File: config.mk
export PLATFORM = sky130hd
export DESIGN_NAME = encoder_unwrap_leap_tick_flat
export DESIGN_NICKNAME = d
export VERILOG_FILES = /design/src/rtl/eul_pkg.sv /design/src/rtl/eul_if.sv /design/src/rtl/eul_cfg_regs.sv /design/src/rtl/eul_step.sv /design/src/rtl/encoder_unwrap_leap_tick.sv /design/src/flat_wrapper.sv
export SDC_FILE = /design/constraint.sdc
export NUM_CORES = 1
export LEC_CHECK = 0
export BUFFER_PORTS_ARGS = -buffer_cell sky130_fd_sc_hd__buf_2
export CAP_MARGIN = 20
export CORE_AREA = 2 2 273 208
export CTS_CLUSTER_SIZE = 14
export DETAILED_ROUTE_END_ITERATION = 16
export DIE_AREA = 0 0 275 210
export HOLD_SLACK_MARGIN = 0.08
export SLEW_MARGIN = 40
export SYNTH_ARGS = -nofsm -noshare
export SYNTH_HDL_FRONTEND = slang
export SYNTH_HIERARCHICAL = 1
export SYNTH_SLANG_ARGS = --single-unit
File: constraint.sdc
create_clock -name clk -period 25.2 [get_ports clk]
set_clock_uncertainty 0.15 [all_clocks]
set_input_delay 2.52 -clock clk [delete_from_list [all_inputs] [get_ports clk]]
set_output_delay 2.52 -clock clk [all_outputs]
set_load 0.005 [all_outputs]
File: src/rtl/eul_pkg.sv
// shared types and constants for the encoder position unwrap block
package eul_pkg;

    localparam int unsigned DATA_W  = 32;
    localparam int unsigned LEAP_W  = 31;
    localparam int unsigned CFG_IDX_W = 1;

    // configuration register indexes
    localparam logic [CFG_IDX_W-1:0] REG_TICKS_PER_TURN = 1'd0;
    localparam logic [CFG_IDX_W-1:0] REG_LEAP_VALUE     = 1'd1;

    typedef logic [DATA_W-1:0] word_t;

    // configuration seen by the datapath
    typedef struct packed {
        word_t             ticks_per_turn;
        logic [LEAP_W-1:0] leap_value;
    } cfg_t;

    // running unwrap state
    typedef struct packed {
        word_t last_raw;
        word_t leap_accum;
        word_t position;
    } track_t;

endpackage

File: src/rtl/eul_if.sv
// channel interfaces: sample input, position output, configuration writes
interface eul_in_if;
    logic                 valid;
    logic                 ready;
    logic [32-1:0]        raw_count;

    modport source (output valid, output raw_count, input ready);
    modport sink   (input valid, input raw_count, output ready);
endinterface

interface eul_out_if;
    logic                 valid;
    logic                 ready;
    logic [32-1:0]        position;

    modport source (output valid, output position, input ready);
    modport sink   (input valid, input position, output ready);
endinterface

interface eul_cfg_if;
    logic                 valid;
    logic                 ready;
    logic [1-1:0]         index;
    logic [32-1:0]        data;

    modport source (output valid, output index, output data, input ready);
    modport sink   (input valid, input index, input data, output ready);
endinterface

File: src/rtl/eul_cfg_regs.sv
// configuration register file for ticks per turn and leap value
module eul_cfg_regs (
    input  logic          clk,
    input  logic          rst_n,
    eul_cfg_if.sink       cfg,
    output eul_pkg::cfg_t cfg_out
);
    import eul_pkg::*;

    word_t             ticks_reg;
    logic [LEAP_W-1:0] leap_reg;

    // writes are always taken
    assign cfg.ready = 1'b1;

    // register write decode
    always_ff @(posedge clk or negedge rst_n)
    begin
        if (!rst_n)
        begin
            ticks_reg <= '0;
            leap_reg  <= '0;
        end
        else if (cfg.valid)
        begin
            unique case (cfg.index)
                REG_TICKS_PER_TURN: ticks_reg <= cfg.data;
                REG_LEAP_VALUE:     leap_reg  <= cfg.data[LEAP_W-1:0];
                default:            ;
            endcase
        end
    end

    assign cfg_out.ticks_per_turn = ticks_reg;
    assign cfg_out.leap_value     = leap_reg;

endmodule

File: src/rtl/eul_step.sv
// one unwrap step: wrap correction, leap accumulator and position update
module eul_step (
    input  eul_pkg::word_t  cur,
    input  eul_pkg::cfg_t   cfg,
    input  eul_pkg::track_t state,
    output eul_pkg::track_t state_next
);
    import eul_pkg::*;

    word_t   leap_ext;
    word_t   neg_leap;
    word_t   diff_raw;
    word_t   mag;
    logic    wrap;
    word_t   diff;
    word_t   acc_sum;
    logic    below;
    word_t   acc_lo;
    word_t   pos_lo;
    logic    above;
    word_t   acc_fix;
    word_t   pos_fix;

    assign leap_ext = {1'b0, cfg.leap_value};
    assign neg_leap = word_t'(0) - leap_ext;

    // signed step and wrap-around correction
    assign diff_raw = state.last_raw - cur;
    assign mag      = diff_raw[DATA_W-1] ? (word_t'(0) - diff_raw) : diff_raw;
    assign wrap     = {mag, 1'b0} > {1'b0, cfg.ticks_per_turn};

    always_comb
    begin
        if (!wrap)
            diff = diff_raw;
        else if (state.last_raw < cur)
            diff = diff_raw + cfg.ticks_per_turn;
        else
            diff = diff_raw - cfg.ticks_per_turn;
    end

    // leap band, lower bound checked first
    assign acc_sum = state.leap_accum + diff;
    assign below   = $signed(acc_sum) < $signed(neg_leap);
    assign acc_lo  = below ? (acc_sum + leap_ext) : acc_sum;
    assign pos_lo  = below ? (state.position - word_t'(1)) : state.position;
    assign above   = $signed(leap_ext) < $signed(acc_lo);
    assign acc_fix = above ? (acc_lo - leap_ext) : acc_lo;
    assign pos_fix = above ? (pos_lo + word_t'(1)) : pos_lo;

    // bypass keeps last sample and accumulator
    always_comb
    begin
        if (cfg.leap_value == '0)
        begin
            state_next.last_raw   = state.last_raw;
            state_next.leap_accum = state.leap_accum;
            state_next.position   = cur;
        end
        else
        begin
            state_next.last_raw   = cur;
            state_next.leap_accum = acc_fix;
            state_next.position   = pos_fix + diff;
        end
    end

endmodule

File: src/rtl/encoder_unwrap_leap_tick.sv
// encoder position unwrap with leap-tick correction, top level
// a sample passes the input register and then the state/result register on its way out
// throughput: one sample per cycle; the input register feeds the step logic
// and the state/result registers, stalling only when the result is not taken
// reset: configuration, unwrap state and valid flags clear to zero,
// so the block starts in bypass mode at position zero
module encoder_unwrap_leap_tick #(
    parameter int unsigned RAW_WIDTH = 32
) (
    input  logic   clk,
    input  logic   rst_n,
    eul_in_if.sink     samples,
    eul_out_if.source  positions,
    eul_cfg_if.sink    cfg
);
    import eul_pkg::*;

    localparam word_t RAW_MASK = DATA_W'((64'd1 << RAW_WIDTH) - 64'd1);

    cfg_t   cfg_cur;
    track_t state_reg;
    track_t state_next;
    logic   s1_valid_reg;
    word_t  s1_raw_reg;
    logic   out_valid_reg;
    logic   advance;
    logic   step;

    eul_cfg_regs u_cfg (
        .clk     (clk),
        .rst_n   (rst_n),
        .cfg     (cfg),
        .cfg_out (cfg_cur)
    );

    eul_step u_step (
        .cur        (s1_raw_reg),
        .cfg        (cfg_cur),
        .state      (state_reg),
        .state_next (state_next)
    );

    // pipeline moves whenever the result register is free or being taken
    assign advance       = !out_valid_reg || positions.ready;
    assign step          = s1_valid_reg && advance;
    assign samples.ready = !s1_valid_reg || advance;

    // input register
    always_ff @(posedge clk or negedge rst_n)
    begin
        if (!rst_n)
            s1_valid_reg <= 1'b0;
        else if (samples.ready)
            s1_valid_reg <= samples.valid;
    end

    always_ff @(posedge clk)
    begin
        if (samples.valid && samples.ready)
            s1_raw_reg <= samples.raw_count & RAW_MASK;
    end

    // unwrap state, which also holds the result
    always_ff @(posedge clk or negedge rst_n)
    begin
        if (!rst_n)
        begin
            state_reg     <= '0;
            out_valid_reg <= 1'b0;
        end
        else
        begin
            if (advance)
                out_valid_reg <= s1_valid_reg;
            if (step)
                state_reg <= state_next;
        end
    end

    assign positions.valid    = out_valid_reg;
    assign positions.position = state_reg.position;

`ifndef SYNTH
    // bypass hands the masked sample straight to the result
    a_bypass_pos: assert property (@(posedge clk) disable iff (!rst_n)
        step && cfg_cur.leap_value == '0
        |=> positions.position == $past(s1_raw_reg & RAW_MASK))
        else $error("bypass position does not match sample");

    // bypass leaves the last sample and accumulator alone
    a_bypass_hold: assert property (@(posedge clk) disable iff (!rst_n)
        step && cfg_cur.leap_value == '0
        |=> $stable(state_reg.last_raw) && $stable(state_reg.leap_accum))
        else $error("bypass changed unwrap state");

    // state only moves when an item leaves the input register
    a_state_hold: assert property (@(posedge clk) disable iff (!rst_n)
        !step |=> $stable(state_reg))
        else $error("unwrap state changed without an item");

    // a full, stalled input register must not take another sample
    a_no_overrun: assert property (@(posedge clk) disable iff (!rst_n)
        s1_valid_reg && !advance |-> !samples.ready)
        else $error("sample accepted while input register stalled");

    // normal mode records the sample it just used
    a_last_raw: assert property (@(posedge clk) disable iff (!rst_n)
        step && cfg_cur.leap_value != '0
        |=> state_reg.last_raw == $past(s1_raw_reg))
        else $error("last sample not recorded");
`endif

endmodule

File: src/flat_wrapper.sv
// flat-port wrapper written by rule: the top's interface ports become plain ports
module encoder_unwrap_leap_tick_flat import eul_pkg::*;
#(
    parameter int unsigned RAW_WIDTH = 32
)
  (clk, rst_n, samples_valid, samples_raw_count, samples_ready, positions_valid, positions_position, positions_ready, cfg_valid, cfg_index, cfg_data, cfg_ready);
  eul_in_if samples_i ();
  eul_out_if positions_i ();
  eul_cfg_if cfg_i ();
  input  logic clk;
  input  logic rst_n;
  input wire logic [$bits(samples_i.valid)-1:0] samples_valid;
  input wire logic [$bits(samples_i.raw_count)-1:0] samples_raw_count;
  output wire logic [$bits(samples_i.ready)-1:0] samples_ready;
  output wire logic [$bits(positions_i.valid)-1:0] positions_valid;
  output wire logic [$bits(positions_i.position)-1:0] positions_position;
  input wire logic [$bits(positions_i.ready)-1:0] positions_ready;
  input wire logic [$bits(cfg_i.valid)-1:0] cfg_valid;
  input wire logic [$bits(cfg_i.index)-1:0] cfg_index;
  input wire logic [$bits(cfg_i.data)-1:0] cfg_data;
  output wire logic [$bits(cfg_i.ready)-1:0] cfg_ready;
  assign samples_i.valid = samples_valid;
  assign samples_i.raw_count = samples_raw_count;
  assign samples_ready = samples_i.ready;
  assign positions_valid = positions_i.valid;
  assign positions_position = positions_i.position;
  assign positions_i.ready = positions_ready;
  assign cfg_i.valid = cfg_valid;
  assign cfg_i.index = cfg_index;
  assign cfg_i.data = cfg_data;
  assign cfg_ready = cfg_i.ready;
  encoder_unwrap_leap_tick #(.RAW_WIDTH(RAW_WIDTH)) u_core (.clk(clk), .rst_n(rst_n), .samples(samples_i), .positions(positions_i), .cfg(cfg_i));
endmodule
==> impl_metrics.json <==
{
  "dieHeight_um": 210,
  "worstPathMaxFanout": 46,
  "timing.final.hold_violations": 0,
  "layout_cells_sized_above_1": 0.138,
  "outcome": "finished clean",
  "globalRouteMet1Util": 0.391,
  "synthToLayoutAreaGrowth_pct": 6.41,
  "fp.dieW_um": 275,
  "drt_drc_violations_left": 0,
  "gr-total-overflow": 0,
  "timing.final.crit_period_ps": 22600,
  "multi_input_area_um2": 18100,
  "final-setup-viol-count": 0,
  "fp-row-count": 75,
  "crit_arrival_ps": 22800,
  "antenna_cells_inserted": 0,
  "timing.critical_path.mode_cell": "sky130_fd_sc_hd__a21oi_1",
  "boundaryPins": 105,
  "dp.final_hpwl_um": 61900,
  "floorplan.initialDensity": 0.445,
  "postSynth.topFlopCell": "sky130_fd_sc_hd__dfrtp_1",
  "grt_use_met2": 0.383,
  "area.sequential_um2": 4990,
  "synth-seq-area-share": 0.203,
  "flip_flop_count_of_the_largest_register_after_layout": 64,
  "crit_type": "flop to flop",
  "detail_route.wirelength_um": 76200,
  "grt_use_total": 0.261,
  "syn_nets": 3285,
  "gp_congestion": 0.951,
  "yosys_reg_bits": 193,
  "drt-initial-drc-count": 1926,
  "standard_cell_with_the_maximum_stage_delay_on_the_critical_path": "sky130_fd_sc_hd__o311ai_0",
  "vias_in_the_first_global_route": 20400,
  "tightest_slew_ps": 896,
  "cp-end-kind": "flop",
  "rsz_0062_raised_after_global_routing": "no",
  "fin_nets": 3307,
  "synthesis.area_um2": 24500,
  "dp.cells": 3661,
  "grt_pass1_wl_um": 117000,
  "post-route-period-util": 0.897,
  "crit_start": "u_core/s1_raw_reg[0]",
  "syn_inst": 2928,
  "critical-path-max-stage-delay_ps": 620,
  "grt_antenna_before_repair": 1,
  "vias_post_dr": 21700,
  "cts_root_buf": "sky130_fd_sc_hd__clkbuf_16",
  "r2r_slack_ps": 2600,
  "cts_setup_buffers": 0,
  "r2r-end": "u_core/positions.position[30]",
  "cts_inserted_buffers": 17,
  "layout_commonest_cell": "sky130_fd_sc_hd__ha_1",
  "number_of_synthesized_flops_with_an_enable_pin": 32,
  "insertion_delay_ps": 470,
  "routed_via_density": 5.88,
  "tritoncts_num_sinks": 193,
  "synthesis.area_per_instance_um2": 8.38,
  "grt_max_degree": 88,
  "drt_pre_antenna_iters": 5,
  "cts-htree-levels": 4,
  "timing.critical_path.to": "u_core/positions.position[30]",
  "synth_async_sr_flop_share": 0.834,
  "filler_cell_count": 5435,
  "groute.layer.met3.usage": 0.0516,
  "r2r.worst_path.cells": 80,
  "grt-busiest-layer": "met1",
  "cts-hold-fix-buffers": 0,
  "count_of_non_filler_cells_in_the_finished_layout": 3694,
  "layout.cells.most_common_list": "281 x sky130_fd_sc_hd__ha_1, 241 x sky130_fd_sc_hd__nand2_1, 219 x sky130_fd_sc_hd__a21oi_1",
  "design.core.area_um2": 55200,
  "final.setup.tns_ps": 0,
  "drt.antenna.violating_nets": 0,
  "drv_slew": 0,
  "post_drt_wl_per_cell_um": 20.6,
  "count_of_unique_library_cells_instantiated_by_yosys": 107,
  "die_area_um2": 57800,
  "cts_tree": "yes",
  "cts.reportedPaths.clkPinSlew_ps": 70,
  "timing.fmax_ghz": 0.0443,
  "ys_warn_count": 6,
  "rr_startpoint": "u_core/s1_raw_reg[0]",
  "max_slew_margin": 0.395,
  "post_cts_resize_count": 0,
  "timing.hold.worst.class": "flop to flop",
  "cp-start-kind": "flop",
  "buffer_ports.inserted": 103,
  "maxCapViolCount": 0,
  "timing.critical_path.required_ps": 25400,
  "clock_tree.buffer_depth": 2
}
==> worst min path at each step <==
stage | start | endpoint | slack, ps | cells past startpoint
6_report | u_core/state_reg[64] | u_core/state_reg[64] | 360 | 1
5_1_grt | u_core/u_cfg/ticks_reg[31] | u_core/u_cfg/ticks_reg[31] | 390 | 1
4_1_cts | u_core/state_reg[64] | u_core/state_reg[64] | 360 | 1
3_5_place_dp | u_core/state_reg[64] | u_core/state_reg[64] | 350 | 1
3_3_place_gp | u_core/state_reg[64] | u_core/state_reg[64] | 340 | 1
2_1_floorplan | u_core/s1_valid_reg | u_core/positions.valid | 330 | 1
==> cell families (layout without fill, tap and decap cells) <==
kind of cell | Yosys count | in the layout | share of synthesized area
AND/OR/NAND/NOR | 838 | 838 | 0.174
AO/OA/AOI/OAI | 789 | 789 | 0.204
buffers and inverters | 321 | 356 | 0.0604
XOR/XNOR | 288 | 288 | 0.103
adder cells (fa/ha/maj) | 287 | 287 | 0.148
multiplexers | 211 | 211 | 0.106
flip-flops | 193 | 193 | 0.203
other | 1 | 1 | 0.000153
==> routing by layer <==
layer  vias up  wire length [µm]
met2       689             31700
met1     10400             37400
li1      10600                 -
met5         -                 0
met3        70              5670
met4         0              1440
==> cell type report <==
type	instances	area share
Clock buffer	19	0.0166
Clock inverter	13	0.00527
Inverter	196	0.0282
Multi-Input combinational cell	2414	0.695
Sequential cell	193	0.191
Tap cell	731	0.0350
Timing Repair Buffer	128	0.0290
==> synthesized netlist by cell type, drive strengths merged (56+ instances only) <==
library cell  number  share of area
nor3              77          0.017
xnor2            207          0.074
dfrtp            161           0.16
buf               69          0.022
mux2             170          0.089
nor2             184          0.028
o21ai            208          0.042
inv              196          0.030
clkbuf            56         0.0086
ha               281           0.14
xor2              81          0.029
nand2            243          0.037
a21oi            220          0.045
a21o              97          0.030
==> critical path, delay by kind of cell (launching register included) <==
| kind | cells | cell delay, ps |
|---|---|---|
| buffers and inverters | 5 | 1680 |
| AO/OA/AOI/OAI | 40 | 8900 |
| adder cells (fa/ha/maj) | 7 | 2660 |
| XOR/XNOR | 4 | 610 |
| flip-flops | 1 | 420 |
| multiplexers | 2 | 720 |
| AND/OR/NAND/NOR | 22 | 7230 |
==> through the flow <==
stage               utilization  setup slack (ps)  area, µm²  hold WS, ps
finish                    0.473              2600      26100          361
floorplan                     -              7280      24500          327
CTS                       0.472              2760      26100          362
detailed placement        0.462              2900      25500          346
global route              0.473              1180      26100          391
global placement          0.460              3720      25400          338
Power is left out: the tool's default activity adds up to more than one toggle a clock period on the data nets, which glitch-free logic cannot reach.
